--- src/sv/sha256_stream_hasher_core_defines.svh ---
// Assertion macros shared by the hasher RTL.
`ifndef SHA256_STREAM_HASHER_CORE_DEFINES_SVH
`define SHA256_STREAM_HASHER_CORE_DEFINES_SVH
// Implication checked on every clock edge outside reset.
`define SHA_ASSERT_IMP(label, ante, cons, msg) \
	label: assert property (@(posedge clk) disable iff (!arst_n) (ante) |-> (cons)) \
		else $error(msg);
// Implication whose consequent is checked in the cycle after the antecedent.
`define SHA_ASSERT_NEXT(label, ante, cons, msg) \
	label: assert property (@(posedge clk) disable iff (!arst_n) (ante) |=> (cons)) \
		else $error(msg);
`endif

--- src/sv/sha_pkg.sv ---
`timescale 1ns / 1ps
`default_nettype none
// ----------------------------------------------------------------------------
// SHA-256 package
// Constants, types and round functions shared by the hasher modules.
// ----------------------------------------------------------------------------
package sha_pkg;
	localparam int QDepth = 4;
	localparam int QPtrW = 2;

	typedef logic [31:0] word_t;

	// One queued block word: from the front end to the compression engine.
	typedef struct packed {
		word_t word;
		logic  blk_end;
		logic  msg_end;
	} qword_t;

	localparam word_t InitHash [8] = '{
		32'h6a09e667, 32'hbb67ae85, 32'h3c6ef372, 32'ha54ff53a,
		32'h510e527f, 32'h9b05688c, 32'h1f83d9ab, 32'h5be0cd19
	};

	localparam word_t RoundK [64] = '{
		32'h428a2f98, 32'h71374491, 32'hb5c0fbcf, 32'he9b5dba5, 32'h3956c25b, 32'h59f111f1,
		32'h923f82a4, 32'hab1c5ed5, 32'hd807aa98, 32'h12835b01, 32'h243185be, 32'h550c7dc3,
		32'h72be5d74, 32'h80deb1fe, 32'h9bdc06a7, 32'hc19bf174, 32'he49b69c1, 32'hefbe4786,
		32'h0fc19dc6, 32'h240ca1cc, 32'h2de92c6f, 32'h4a7484aa, 32'h5cb0a9dc, 32'h76f988da,
		32'h983e5152, 32'ha831c66d, 32'hb00327c8, 32'hbf597fc7, 32'hc6e00bf3, 32'hd5a79147,
		32'h06ca6351, 32'h14292967, 32'h27b70a85, 32'h2e1b2138, 32'h4d2c6dfc, 32'h53380d13,
		32'h650a7354, 32'h766a0abb, 32'h81c2c92e, 32'h92722c85, 32'ha2bfe8a1, 32'ha81a664b,
		32'hc24b8b70, 32'hc76c51a3, 32'hd192e819, 32'hd6990624, 32'hf40e3585, 32'h106aa070,
		32'h19a4c116, 32'h1e376c08, 32'h2748774c, 32'h34b0bcb5, 32'h391c0cb3, 32'h4ed8aa4a,
		32'h5b9cca4f, 32'h682e6ff3, 32'h748f82ee, 32'h78a5636f, 32'h84c87814, 32'h8cc70208,
		32'h90befffa, 32'ha4506ceb, 32'hbef9a3f7, 32'hc67178f2
	};

	localparam logic [7:0] PadByte = 8'h80;

	function automatic word_t rotr(input word_t x, input int n);
		return (x >> n) | (x << (32 - n));
	endfunction

	function automatic word_t sig0(input word_t x);
		return rotr(x, 7) ^ rotr(x, 18) ^ (x >> 3);
	endfunction

	function automatic word_t sig1(input word_t x);
		return rotr(x, 17) ^ rotr(x, 19) ^ (x >> 10);
	endfunction

	function automatic word_t bsig0(input word_t x);
		return rotr(x, 2) ^ rotr(x, 13) ^ rotr(x, 22);
	endfunction

	function automatic word_t bsig1(input word_t x);
		return rotr(x, 6) ^ rotr(x, 11) ^ rotr(x, 25);
	endfunction
endpackage
`default_nettype wire

--- src/sv/sha256_stream_hasher_core.sv ---
`timescale 1ns / 1ps
`default_nettype none
// ----------------------------------------------------------------------------
// SHA-256 stream hasher core
// Hashes a byte stream and returns the eight digest words of each message.
// ----------------------------------------------------------------------------
// Usage: the input channel (valid/ready) takes one transaction per byte,
// with byte_valid marking a real byte and last closing the message. The
// front end takes at most one byte per cycle and packs words into a
// four-entry queue. The compression engine takes one queued word per cycle
// while it loads, then runs 64 rounds (one per cycle) and a chain update.
// While the rounds run, the front end can take only 19 more bytes (four
// queued words and three bytes) before it stalls. After last, the front end
// feeds the padding and length one byte per cycle while the queue takes
// words; they fill the current block and may need one more. For an empty
// message that starts a block, the first digest word is valid after the
// remaining 63 padding and length bytes, the load of the last word, the 64
// rounds and the chain update. The engine then shows eight transactions on
// the output channel (digest_word, word_index 0..7, digest_last on word 7),
// one per cycle while ready is high. A stalled receiver holds the engine in
// its output state; the queue then fills and input stalls. Reset restores
// the initial hash and clears the length and positions.
// ----------------------------------------------------------------------------
module sha256_stream_hasher_core (
	input  wire logic        clk,
	input  wire logic        arst_n,
	input  wire logic        in_valid,
	output logic             in_ready,
	input  wire logic [7:0]  data_byte,
	input  wire logic        byte_valid,
	input  wire logic        last,
	output logic             out_valid,
	input  wire logic        out_ready,
	output logic [31:0]      digest_word,
	output logic [2:0]       word_index,
	output logic             digest_last
);
	sha_pkg::qword_t f_data, e_data;
	logic f_valid, f_ready, e_valid, e_ready;

	sha_front u_front (
		.clk(clk), .arst_n(arst_n), .data_byte(data_byte), .byte_valid(byte_valid),
		.last(last), .valid(in_valid), .ready(in_ready),
		.wq_data(f_data), .wq_valid(f_valid), .wq_ready(f_ready)
	);

	sha_queue u_queue (
		.clk(clk), .arst_n(arst_n), .in_data(f_data), .in_valid(f_valid),
		.in_ready(f_ready), .out_data(e_data), .out_valid(e_valid), .out_ready(e_ready)
	);

	sha_engine u_engine (
		.clk(clk), .arst_n(arst_n), .wq_data(e_data), .wq_valid(e_valid),
		.wq_ready(e_ready), .digest_word(digest_word), .word_index(word_index),
		.digest_last(digest_last), .out_valid(out_valid), .out_ready(out_ready)
	);
endmodule
`default_nettype wire

--- src/sv/sha_front.sv ---
`timescale 1ns / 1ps
`default_nettype none
// ----------------------------------------------------------------------------
// SHA-256 front end
// Packs bytes into words, counts the length and generates the padding.
// ----------------------------------------------------------------------------
module sha_front (
	input  wire logic          clk,
	input  wire logic          arst_n,
	input  wire logic [7:0]    data_byte,
	input  wire logic          byte_valid,
	input  wire logic          last,
	input  wire logic          valid,
	output logic               ready,
	output sha_pkg::qword_t    wq_data,
	output logic               wq_valid,
	input  wire logic          wq_ready
);
	typedef enum logic [2:0] {
		ST_DATA = 3'b001,
		ST_PAD  = 3'b010,
		ST_LEN  = 3'b100
	} fst_t;

	fst_t           st_q;
	logic [5:0]     pos_q;
	logic [63:0]    bits_q;
	logic [23:0]    part_q;
	logic           pend_q;
	logic [7:0]     cur_byte;
	logic [7:0]     byte_now;
	logic           emit;
	logic           take;
	logic           step;
	sha_pkg::word_t full_word;

	// A word leaves whenever its fourth byte is placed; the queue must take it.
	assign take = valid && ready;

	always_comb begin
		case (st_q)
			ST_DATA: cur_byte = byte_valid ? data_byte : sha_pkg::PadByte;
			ST_LEN:  cur_byte = bits_q[{3'd7 - pos_q[2:0], 3'd0} +: 8];
			default: cur_byte = 8'h00;
		endcase
	end

	always_comb begin
		emit = 1'b0;
		case (st_q)
			ST_DATA: emit = take && (byte_valid || last);
			ST_PAD:  emit = 1'b1;
			ST_LEN:  emit = 1'b1;
			default: emit = 1'b0;
		endcase
	end

	// In the data state a valid-with-last byte is followed by the 0x80 byte, with ready low.
	assign ready = (st_q == ST_DATA) && !pend_q && (pos_q[1:0] != 2'd3 || wq_ready);

	assign byte_now = pend_q ? sha_pkg::PadByte : cur_byte;
	assign full_word = {part_q, byte_now};
	assign wq_data = {full_word, pos_q == 6'd63, (st_q == ST_LEN) && (pos_q == 6'd63)};

	always_comb begin
		step = 1'b0;
		case (st_q)
			ST_DATA: step = pend_q ? (pos_q[1:0] != 2'd3 || wq_ready)
				: emit;
			default: step = (pos_q[1:0] != 2'd3 || wq_ready);
		endcase
	end
	assign wq_valid = step && (pos_q[1:0] == 2'd3);

	always_ff @(posedge clk or negedge arst_n) begin
		if (!arst_n) begin
			st_q   <= ST_DATA;
			pos_q  <= '0;
			bits_q <= '0;
			pend_q <= 1'b0;
		end else if (step) begin
			pos_q <= pos_q + 6'd1;
			case (st_q)
				ST_DATA: begin
					if (pend_q || !byte_valid) begin
						pend_q <= 1'b0;
						st_q <= (pos_q == 6'd55) ? ST_LEN : ST_PAD;
					end else begin
						bits_q <= bits_q + 64'd8;
						if (last) pend_q <= 1'b1;
					end
				end
				ST_PAD: if (pos_q == 6'd55) st_q <= ST_LEN;
				ST_LEN: if (pos_q == 6'd63) begin
					st_q <= ST_DATA;
					bits_q <= '0;
				end
				default: st_q <= ST_DATA;
			endcase
		end
	end

	always_ff @(posedge clk) begin
		if (step) begin
			case (pos_q[1:0])
				2'd0: part_q[23:16] <= byte_now;
				2'd1: part_q[15:8]  <= byte_now;
				2'd2: part_q[7:0]   <= byte_now;
				default: ;
			endcase
		end
	end
endmodule
`default_nettype wire

--- src/sv/sha_queue.sv ---
`timescale 1ns / 1ps
`default_nettype none
// ----------------------------------------------------------------------------
// SHA-256 word queue
// Short FIFO between the front end and the compression engine.
// ----------------------------------------------------------------------------
`include "sha256_stream_hasher_core_defines.svh"
module sha_queue (
	input  wire logic       clk,
	input  wire logic       arst_n,
	input  sha_pkg::qword_t in_data,
	input  wire logic       in_valid,
	output logic            in_ready,
	output sha_pkg::qword_t out_data,
	output logic            out_valid,
	input  wire logic       out_ready
);
	sha_pkg::qword_t mem_q [sha_pkg::QDepth];
	logic [sha_pkg::QPtrW-1:0] wp_q, rp_q;
	logic [sha_pkg::QPtrW:0]   cnt_q;
	logic push, pop;

	assign in_ready = (cnt_q != 3'(sha_pkg::QDepth));
	assign out_valid = (cnt_q != '0);
	assign out_data = mem_q[rp_q];
	assign push = in_valid && in_ready;
	assign pop = out_valid && out_ready;

	always_ff @(posedge clk or negedge arst_n) begin
		if (!arst_n) begin
			wp_q <= '0;
			rp_q <= '0;
			cnt_q <= '0;
		end else begin
			if (push) wp_q <= wp_q + 1'b1;
			if (pop) rp_q <= rp_q + 1'b1;
			cnt_q <= cnt_q + {2'b0, push} - {2'b0, pop};
		end
	end

	always_ff @(posedge clk) begin
		if (push) mem_q[wp_q] <= in_data;
	end

	`SHA_ASSERT_IMP(a_q_bound, 1'b1, cnt_q <= 3'(sha_pkg::QDepth), "queue count overflow")
	`SHA_ASSERT_NEXT(a_q_push, push && !pop, cnt_q == $past(cnt_q) + 3'd1, "push lost")
	`SHA_ASSERT_NEXT(a_q_pop, pop && !push, cnt_q == $past(cnt_q) - 3'd1, "pop lost")
endmodule
`default_nettype wire

--- src/sv/sha_engine.sv ---
`timescale 1ns / 1ps
`default_nettype none
// ----------------------------------------------------------------------------
// SHA-256 compression engine
// Loads 16 words, runs 64 rounds, updates the chain and emits digests.
// ----------------------------------------------------------------------------
`include "sha256_stream_hasher_core_defines.svh"
module sha_engine (
	input  wire logic            clk,
	input  wire logic            arst_n,
	input  sha_pkg::qword_t      wq_data,
	input  wire logic            wq_valid,
	output logic                 wq_ready,
	output logic [31:0]          digest_word,
	output logic [2:0]           word_index,
	output logic                 digest_last,
	output logic                 out_valid,
	input  wire logic            out_ready
);
	typedef enum logic [3:0] {
		E_LOAD = 4'b0001,
		E_RUN  = 4'b0010,
		E_ADD  = 4'b0100,
		E_OUT  = 4'b1000
	} est_t;

	est_t st_q;
	sha_pkg::word_t w_q [16];
	sha_pkg::word_t h_q [8];
	sha_pkg::word_t v_q [8];
	logic [5:0] rnd_q;
	logic [3:0] wcnt_q;
	logic       fin_q;
	logic [2:0] oi_q;
	sha_pkg::word_t w_new, t1, t2;

	assign wq_ready = (st_q == E_LOAD);
	assign w_new = sha_pkg::sig1(w_q[14]) + w_q[9] + sha_pkg::sig0(w_q[1]) + w_q[0];
	assign t1 = v_q[7] + sha_pkg::bsig1(v_q[4]) + ((v_q[4] & v_q[5]) ^ (~v_q[4] & v_q[6]))
		+ sha_pkg::RoundK[rnd_q] + w_q[0];
	assign t2 = sha_pkg::bsig0(v_q[0])
		+ ((v_q[0] & v_q[1]) ^ (v_q[0] & v_q[2]) ^ (v_q[1] & v_q[2]));

	assign out_valid = (st_q == E_OUT);
	assign digest_word = h_q[oi_q];
	assign word_index = oi_q;
	assign digest_last = (oi_q == 3'd7);

	always_ff @(posedge clk or negedge arst_n) begin
		if (!arst_n) begin
			st_q <= E_LOAD;
			rnd_q <= '0;
			wcnt_q <= '0;
			fin_q <= 1'b0;
			oi_q <= '0;
			for (int i = 0; i < 8; i++) begin
				h_q[i] <= sha_pkg::InitHash[i];
				v_q[i] <= '0;
			end
		end else begin
			case (st_q)
				E_LOAD: if (wq_valid) begin
					wcnt_q <= wcnt_q + 4'd1;
					if (wq_data.blk_end) begin
						fin_q <= wq_data.msg_end;
						st_q <= E_RUN;
						rnd_q <= '0;
						for (int i = 0; i < 8; i++) v_q[i] <= h_q[i];
					end
				end
				E_RUN: begin
					rnd_q <= rnd_q + 6'd1;
					v_q[7] <= v_q[6]; v_q[6] <= v_q[5]; v_q[5] <= v_q[4];
					v_q[4] <= v_q[3] + t1;
					v_q[3] <= v_q[2]; v_q[2] <= v_q[1]; v_q[1] <= v_q[0];
					v_q[0] <= t1 + t2;
					if (rnd_q == 6'd63) st_q <= E_ADD;
				end
				E_ADD: begin
					for (int i = 0; i < 8; i++) h_q[i] <= h_q[i] + v_q[i];
					st_q <= fin_q ? E_OUT : E_LOAD;
					oi_q <= '0;
				end
				E_OUT: if (out_ready) begin
					oi_q <= oi_q + 3'd1;
					if (oi_q == 3'd7) begin
						st_q <= E_LOAD;
						for (int i = 0; i < 8; i++) h_q[i] <= sha_pkg::InitHash[i];
					end
				end
				default: st_q <= E_LOAD;
			endcase
		end
	end

	// The window shifts: loading appends at the top, each round retires one word.
	always_ff @(posedge clk) begin
		if (st_q == E_LOAD && wq_valid) begin
			for (int i = 0; i < 15; i++) w_q[i] <= w_q[i + 1];
			w_q[15] <= wq_data.word;
		end else if (st_q == E_RUN) begin
			for (int i = 0; i < 15; i++) w_q[i] <= w_q[i + 1];
			w_q[15] <= w_new;
		end
	end

	`SHA_ASSERT_IMP(a_e_blk, st_q == E_LOAD && wq_valid && wq_data.blk_end,
		wcnt_q == 4'd15, "block end not on sixteenth word")
	`SHA_ASSERT_NEXT(a_e_out, st_q == E_OUT && out_ready && oi_q == 3'd7,
		st_q == E_LOAD, "digest did not finish")
	`SHA_ASSERT_IMP(a_e_msg, st_q == E_LOAD && wq_valid && wq_data.msg_end,
		wq_data.blk_end, "message end inside a block")
endmodule
`default_nettype wire
--- config.mk ---
export PLATFORM = sky130hd
export DESIGN_NAME = sha256_stream_hasher_core
export DESIGN_NICKNAME = d
export VERILOG_FILES = /design/src/sv/sha_pkg.sv /design/src/sv/sha256_stream_hasher_core.sv /design/src/sv/sha_front.sv /design/src/sv/sha_queue.sv /design/src/sv/sha_engine.sv
export VERILOG_INCLUDE_DIRS = /design/src /design/src/sv
export SDC_FILE = /design/constraint.sdc
export NUM_CORES = 2
export LEC_CHECK = 0
export BUFFER_PORTS_ARGS = -buffer_cell sky130_fd_sc_hd__buf_2
export CORE_MARGIN = 1.5
export CORE_UTILIZATION = 48
export CTS_CLUSTER_DIAMETER = 50
export DETAILED_ROUTE_END_ITERATION = 8
export SLEW_MARGIN = 10
export SYNTH_ARGS = -nofsm -noshare
export SYNTH_HDL_FRONTEND = slang
export SYNTH_SLANG_ARGS = --single-unit
--- constraint.sdc ---
create_clock -name clk -period 14.7 [get_ports clk]
set_input_delay 2.94 -clock clk [delete_from_list [all_inputs] [get_ports clk]]
set_output_delay 2.94 -clock clk [all_outputs]
set_load 0.05 [all_outputs]
* Word level (Yosys, flattened, before mapping)
Memories as Yosys holds them, arrays and structs flattened.
Cells that the tools add are included.
** Cells by class
- Reduce and logical (&&, ||, !) cells :: 30
- Equality and inequality tests :: 25
- Bitwise operators :: 45
- Shift operators :: 1
- Add/subtract/negate cells :: 27
- Multiplexer cells :: 61
- Order comparisons :: 2
** Operators by type and width (count)
- $mux 256 :: 4
- $pmux 256 s2 :: 2
- $mux 32 :: 20
- $add 32x32->32 :: 18
- $xor 32x32->32 :: 9
- $and 32x32->32 :: 5
- $mux 64 :: 2
- $pmux 64 s2 :: 1
- $bmux 32 s3 :: 1
- $add 64x4->64 const B :: 1
- $shiftx 64x7->8 :: 1
- $not 32->32 :: 1
- $or 10x32->32 :: 1
- $or 13x32->32 :: 1
- $or 14x32->32 :: 1
- $or 15x32->32 :: 1
- $or 19x32->32 :: 1
- $or 21x32->32 :: 1
- $or 25x32->32 :: 1
- $or 26x32->32 :: 1
- $or 30x32->32 :: 1
- $or 7x32->32 :: 1
- $xor 32x22->32 :: 1
- $xor 32x29->32 :: 1
- 44 further kinds :: 114
** Word-level totals
- Memories kept :: 3
- Bits in writable memories :: 648
- Bits in read-only memories :: 2048
- Register bits after elaboration :: 631
** Memories
- (name not given) :: depth 64, width 32, rd ports 1, clocked after Yosys merged registers in 0, write ports 0, RTL line sha_engine.sv:40 : + sha_pkg::RoundK[rnd_q] + w_q[0];
- u_engine.w_q :: depth 16, width 32, rd ports 16, clocked after Yosys merged registers in 0, write ports 16, RTL line sha_engine.sv:28 : sha_pkg::word_t w_q [16];
- u_queue.mem_q :: depth 4, width 34, rd ports 1, clocked after Yosys merged registers in 0, write ports 1, RTL line sha_queue.sv:18 : sha_pkg::qword_t mem_q [sha_pkg::QDepth];

* Logic depth before layout (Yosys ltp)
- Word-level depth :: 11
- Depth in mapped cells :: 41
- Depth with buffers taken out :: 40

* Modules after synthesis
Synthesis repeated with hierarchy kept, for this count alone.
** Unflattened totals
- Cell total of the unflattened synthesis :: 7485
- Area, all modules :: 78106.2 µm²
** Modules (own cells, without submodules)
- sha_engine :: instances 1, area each 67268.3 µm², sequential area each 28708.8 µm², cells each 6730
- sha_queue :: instances 1, area each 5429.0 µm², sequential area each 4259.1 µm², cells each 219
- sha_front :: instances 1, area each 5408.9 µm², sequential area each 2498.6 µm², cells each 536

* Worst setup path before layout
No wires, ideal clock.
- Path type :: reg2reg
- From :: register u_queue.cnt_q[2] (netlist name)
- To :: memory u_engine.w_q[0][0] (netlist name) (enable)
- Buffers on the path :: 2
- Data arrival time :: 9.669 ns
- Clock period less this slack :: 13.306 ns
- Stages on the path, launching flop included :: 5
- Slack :: 1.394 ns
- Library setup time :: 3.638 ns
- Cell sequence :: dfrtp_1 -> o31ai_1 -> clkbuf_1 -> buf_1 -> nand2_1
** RTL lines
- start, declared :: RTL line sha_queue.sv:20 : logic [sha_pkg::QPtrW:0] cnt_q;
- start signal, assigned :: RTL line sha_queue.sv:37 : cnt_q <= cnt_q + {2'b0, push} - {2'b0, pop};
- end, declared :: RTL line sha_engine.sv:28

* Final worst setup path
- From :: register u_engine.rnd_q[0]
- To :: register u_engine.v_q[253] (netlist name)
** Between the ends
- Word-level cells in the longest chain between the ends :: 8
** Ends and longest elaborated chain
- start, declared :: RTL line sha_engine.sv:31 : logic [5:0] rnd_q;
- start signal, assigned :: RTL line sha_engine.sv:72 : rnd_q <= rnd_q + 6'd1;
- $not 6->7 (not written as such) :: RTL line sha_engine.sv:40
- $mem_v2 64x32
- $mux 32 (not written as such) (2 in series) :: RTL line sha_engine.sv:40
- $add 32x32->32 (2 in series) :: RTL line sha_engine.sv:40
- $add 32x32->32 :: RTL line sha_engine.sv:76 : v_q[0] <= t1 + t2;
- $pmux 256 s2 :: RTL line sha_engine.sv:61 : case (st_q)
- end, declared :: RTL line sha_engine.sv:30 : sha_pkg::word_t v_q [8];
No other way between the ends. The select of a mux whose other input is x is not followed.
A chain may end at the register's enable or synchronous reset.

==> impl_results.md <==
* VDD IR max at 0.124 mV
* Final setup fails at 0
* Residual DRC at 0
* CTS root buf: clkbuf_16
* Fin. max-slew vios at 0
* Initial antenna violation count at 11
* Worst setup SP type: register
* Via/cell ratio at 5.99
* Peak per-stage delay on the critical path at ~790 ps
* Worst Path Required at around 15000 ps
* Fillers at between 10000 and 15000
* Worst Path Max Fanout at 19
* Mapped Cells at just under 7000
* Ys async rst share at 0.473
* H-tree depth at 4
* Routed WL per cell at ~26 um
* RSZ-0062 raised after global routing: no
* Nets@finish at roughly 7500
* Reg-to-Reg End: u_engine.v_q[253]$_DFFE_PN0P_
* Die ar. at roughly 160000 um^2
* Slew headroom at 0.254
* CTS Hold Bufs at 0
* CP Class: reg -> reg
* Count leader, synth: edfxtp_1
* Cell row count at between 100 and 150
* Clock-pin slew on the worst setup and hold paths at roughly 60 ps
* Avg Cell Area, Syn at around 11 um^2
* Pwr dens at 95.3 nW/um^2
* Yosys warns at 0
* First-iteration detailed-routing DRC count at around 5300
* Final hold vios at 0
* Main synth FF type: edfxtp_1
* Cts bufs inserted at ~170
* Clock insertion delay at the later pin of the skew report at 810 ps
* Post-route ant nets at 0
* Syn Nets at roughly 7500
* I/O Buffers at 51
* Slew @ Worst Pin at 1110 ps
* Global-route wire length before repair at around 350 mm
* Leading post-synthesis cells by cell area: edfxtp_1 (26%), dfrtp_1 (15%), ha_1 (6.7%), fa_1 (5.1%), dfstp_2 (4.7%)
* Initial Util at 0.483
* Post-Syn Area at between 70000 and 80000 um^2
* Critical-path top delay cell: dfrtp_1
* Status: complete, no violations
* R2R cell count at 35
* Max Buffers Root-to-Sink at 3
* Clock Sinks at around 1300
* Synth unique cells at 110
* Synth cell count leaders: edfxtp_1 (672), nand2_1 (635), o21ai_0 (592), a21oi_1 (469), dfrtp_1 (466)
* Fmax at 0.0962 GHz
* Post-CTS resize count at 0
* TritonRoute pass-1 iters at 6
* Seq/Total Area, Yosys at 0.465
* Setup crit end: u_engine.v_q[253]$_DFFE_PN0P_
* Drt total wl at between 200 and 250 mm
* Flop and latch count out of synthesis at between 1000 and 1500
* Die Wd at roughly 400 um
* Core footprint at approximately 160000 um^2
* Area share of the leading cell type in the synthesized netlist at 0.264
* Detailed-route via count at roughly 55000
* Final RePlAce weighted congestion at just under 1
* Num ports at between 50 and 60
* Minimum clock period at 10390 ps
* Data arrival time of the worst path at 11030 ps
* Leading area contributor after synthesis: edfxtp_1
* Synthesis-to-layout area growth at 10.8%
* MaxCap Viol Count at 0
* Chip height at between 400 and 500 um
* Leakage power at 0.0364 uW
* Total power at ~8100 uW
* Setup bufs post-CTS at 0
* Share of layout cells above drive strength 1 at 0.114
* Placed wire-length estimate at between 150 and 200 mm
* All-Layer GR Usage at 0.287
* CTS tree: built
* Register-to-register setup slack at 4310 ps
* Worst path most repeated cell: fa_1
* EDFF count, synth at about 670
* Aggregate global routing overflow at 0
* Largest net degree at the start of global routing at 194
* Fin crit share at 0.707
* Crit path capture type: register
* Reg-to-Reg Start: u_engine.rnd_q[0]$_DFFE_PN0P_
* Vias in the first global route at approximately 53000
* Crit. Startpoint: u_engine.rnd_q[0]$_DFFE_PN0P_
* Worst hold path class: reg -> reg
* Total Neg Setup Slack at 0 ps
* Clock skew at 65.1 ps
[cell usage in the layout (no fill, tap or decap), drive strengths merged, types with 28 or more instances in the layout]
master	netlist	routed
mux4	115	115
xor2	224	224
xnor2	391	391
nor2b	37	37
nor2	421	421
fa	196	196
or3	45	45
o21bai	42	42
o211ai	28	28
mux2i	271	271
o21ai	611	611
dfrtp	466	466
o21a	55	55
ha	407	407
nand2b	61	61
buf	63	126
mux2	55	55
nand3	125	125
inv	301	319
clkinv	2	55
a211oi	40	40
nand2	636	636
and3	51	51
a21o	165	165
a31oi	55	55
clkbuf	251	204
dfstp	138	138
edfxtp	672	672
a21oi	470	470
nor3	86	86
o31ai	40	40
[critical path, delay by kind of cell, from the launching register on]
kind	cells	cell delay [ps]
AOI/OAI and AO/OA	18	4530
xor gates and xnor gates	1	130
adders and majority gates	8	3340
buffers and inverters	3	560
DFF	1	790
and+or+nand+nor	5	900
[kinds of logic (layout without fill, tap and decap cells)]
family	after synthesis	after routing	share of synthesized area
AO/OA/AOI/OAI	1723	1723	0.139
XOR/XNOR	617	617	0.0711
adder cells (fa/ha/maj)	629	629	0.122
buffers and inverters	617	741	0.0307
flip-flops	1276	1276	0.465
multiplexers	441	441	0.0776
other	0	1	0
AND/OR/NAND/NOR	1598	1598	0.0952
[per-layer routing]
layer,part of all wire,GRT usage,up-vias
met5,0.00027,0,-
met4,0.031,0.0886,10
met3,0.076,0.0535,315
met2,0.42,0.412,1912
met1,0.47,0.437,27377
li1,-,-,24922
[how the worst min path moves through the flow]
stage | from | end | slack [ps] | cells past startpoint
floorplan | u_engine.w_q[1][0]$_DFFE_PP_ | u_engine.w_q[0][32]$_DFFE_PP_ | 400 | 0
CTS | u_engine.w_q[3][9]$_DFFE_PP_ | u_engine.w_q[2][41]$_DFFE_PP_ | 410 | 0
finish | u_engine.w_q[3][9]$_DFFE_PP_ | u_engine.w_q[2][41]$_DFFE_PP_ | 410 | 0
global placement | u_engine.w_q[5][18]$_DFFE_PP_ | u_engine.w_q[4][50]$_DFFE_PP_ | 400 | 0
detailed placement | u_engine.w_q[1][1]$_DFFE_PP_ | u_engine.w_q[0][33]$_DFFE_PP_ | 400 | 0
global route | u_engine.w_q[7][57]$_DFFE_PP_ | u_engine.w_q[7][25]$_DFFE_PP_ | 410 | 0
[power by group]
part	internal, uW	switching (uW)	total (uW)
logic	3.20	35.9	39.1
registers	3740	0	3740
clock network	2580	1700	4280
[state kept, by name, indices dropped and copies added, names as in the netlist]
name	cells
u_engine.rnd_q	6
u_engine.word_index	3
u_front.pend_q	1
u_front.st_q	3
u_engine.h_q	256
u_front.bits_q	61
u_front.pos_q	6
u_queue.rp_q	2
u_queue.wp_q	2
u_engine.fin_q	1
u_engine.st_q	4
u_queue.mem_q	136
u_queue.cnt_q	3
u_engine.v_q	256
u_front.part_q	24
u_engine.w_q	512
[area by class of cell]
cell class / count / area [um^2] / share of cell area
diodes: 1 / 2.50 / 0.0000296
clock buffers: 204 / 4420 / 0.0522
inverters: 303 / 1140 / 0.0135
multi-input cells: 5008 / 38600 / 0.456
well taps: 2072 / 2590 / 0.0307
flip-flops and latches: 1276 / 35500 / 0.420
repair buffers: 126 / 866 / 0.0102
clock inverters: 108 / 1470 / 0.0174
[per-stage QoR]
stage               cell area [um^2]   util  cells  setup WS [ps]  hold slack, ps
floorplan                      76300      -   6901           1390             400
global placement               78700  0.497   8785           4490             400
detailed placement             78700  0.497   8785           4470             405
CTS                            84600  0.535   9097           4450             407
global route                   84600  0.535   9097           3650             414
finish                         84600  0.535   9098           4310             412
Note: power is estimated with default switching activity, not from simulation.
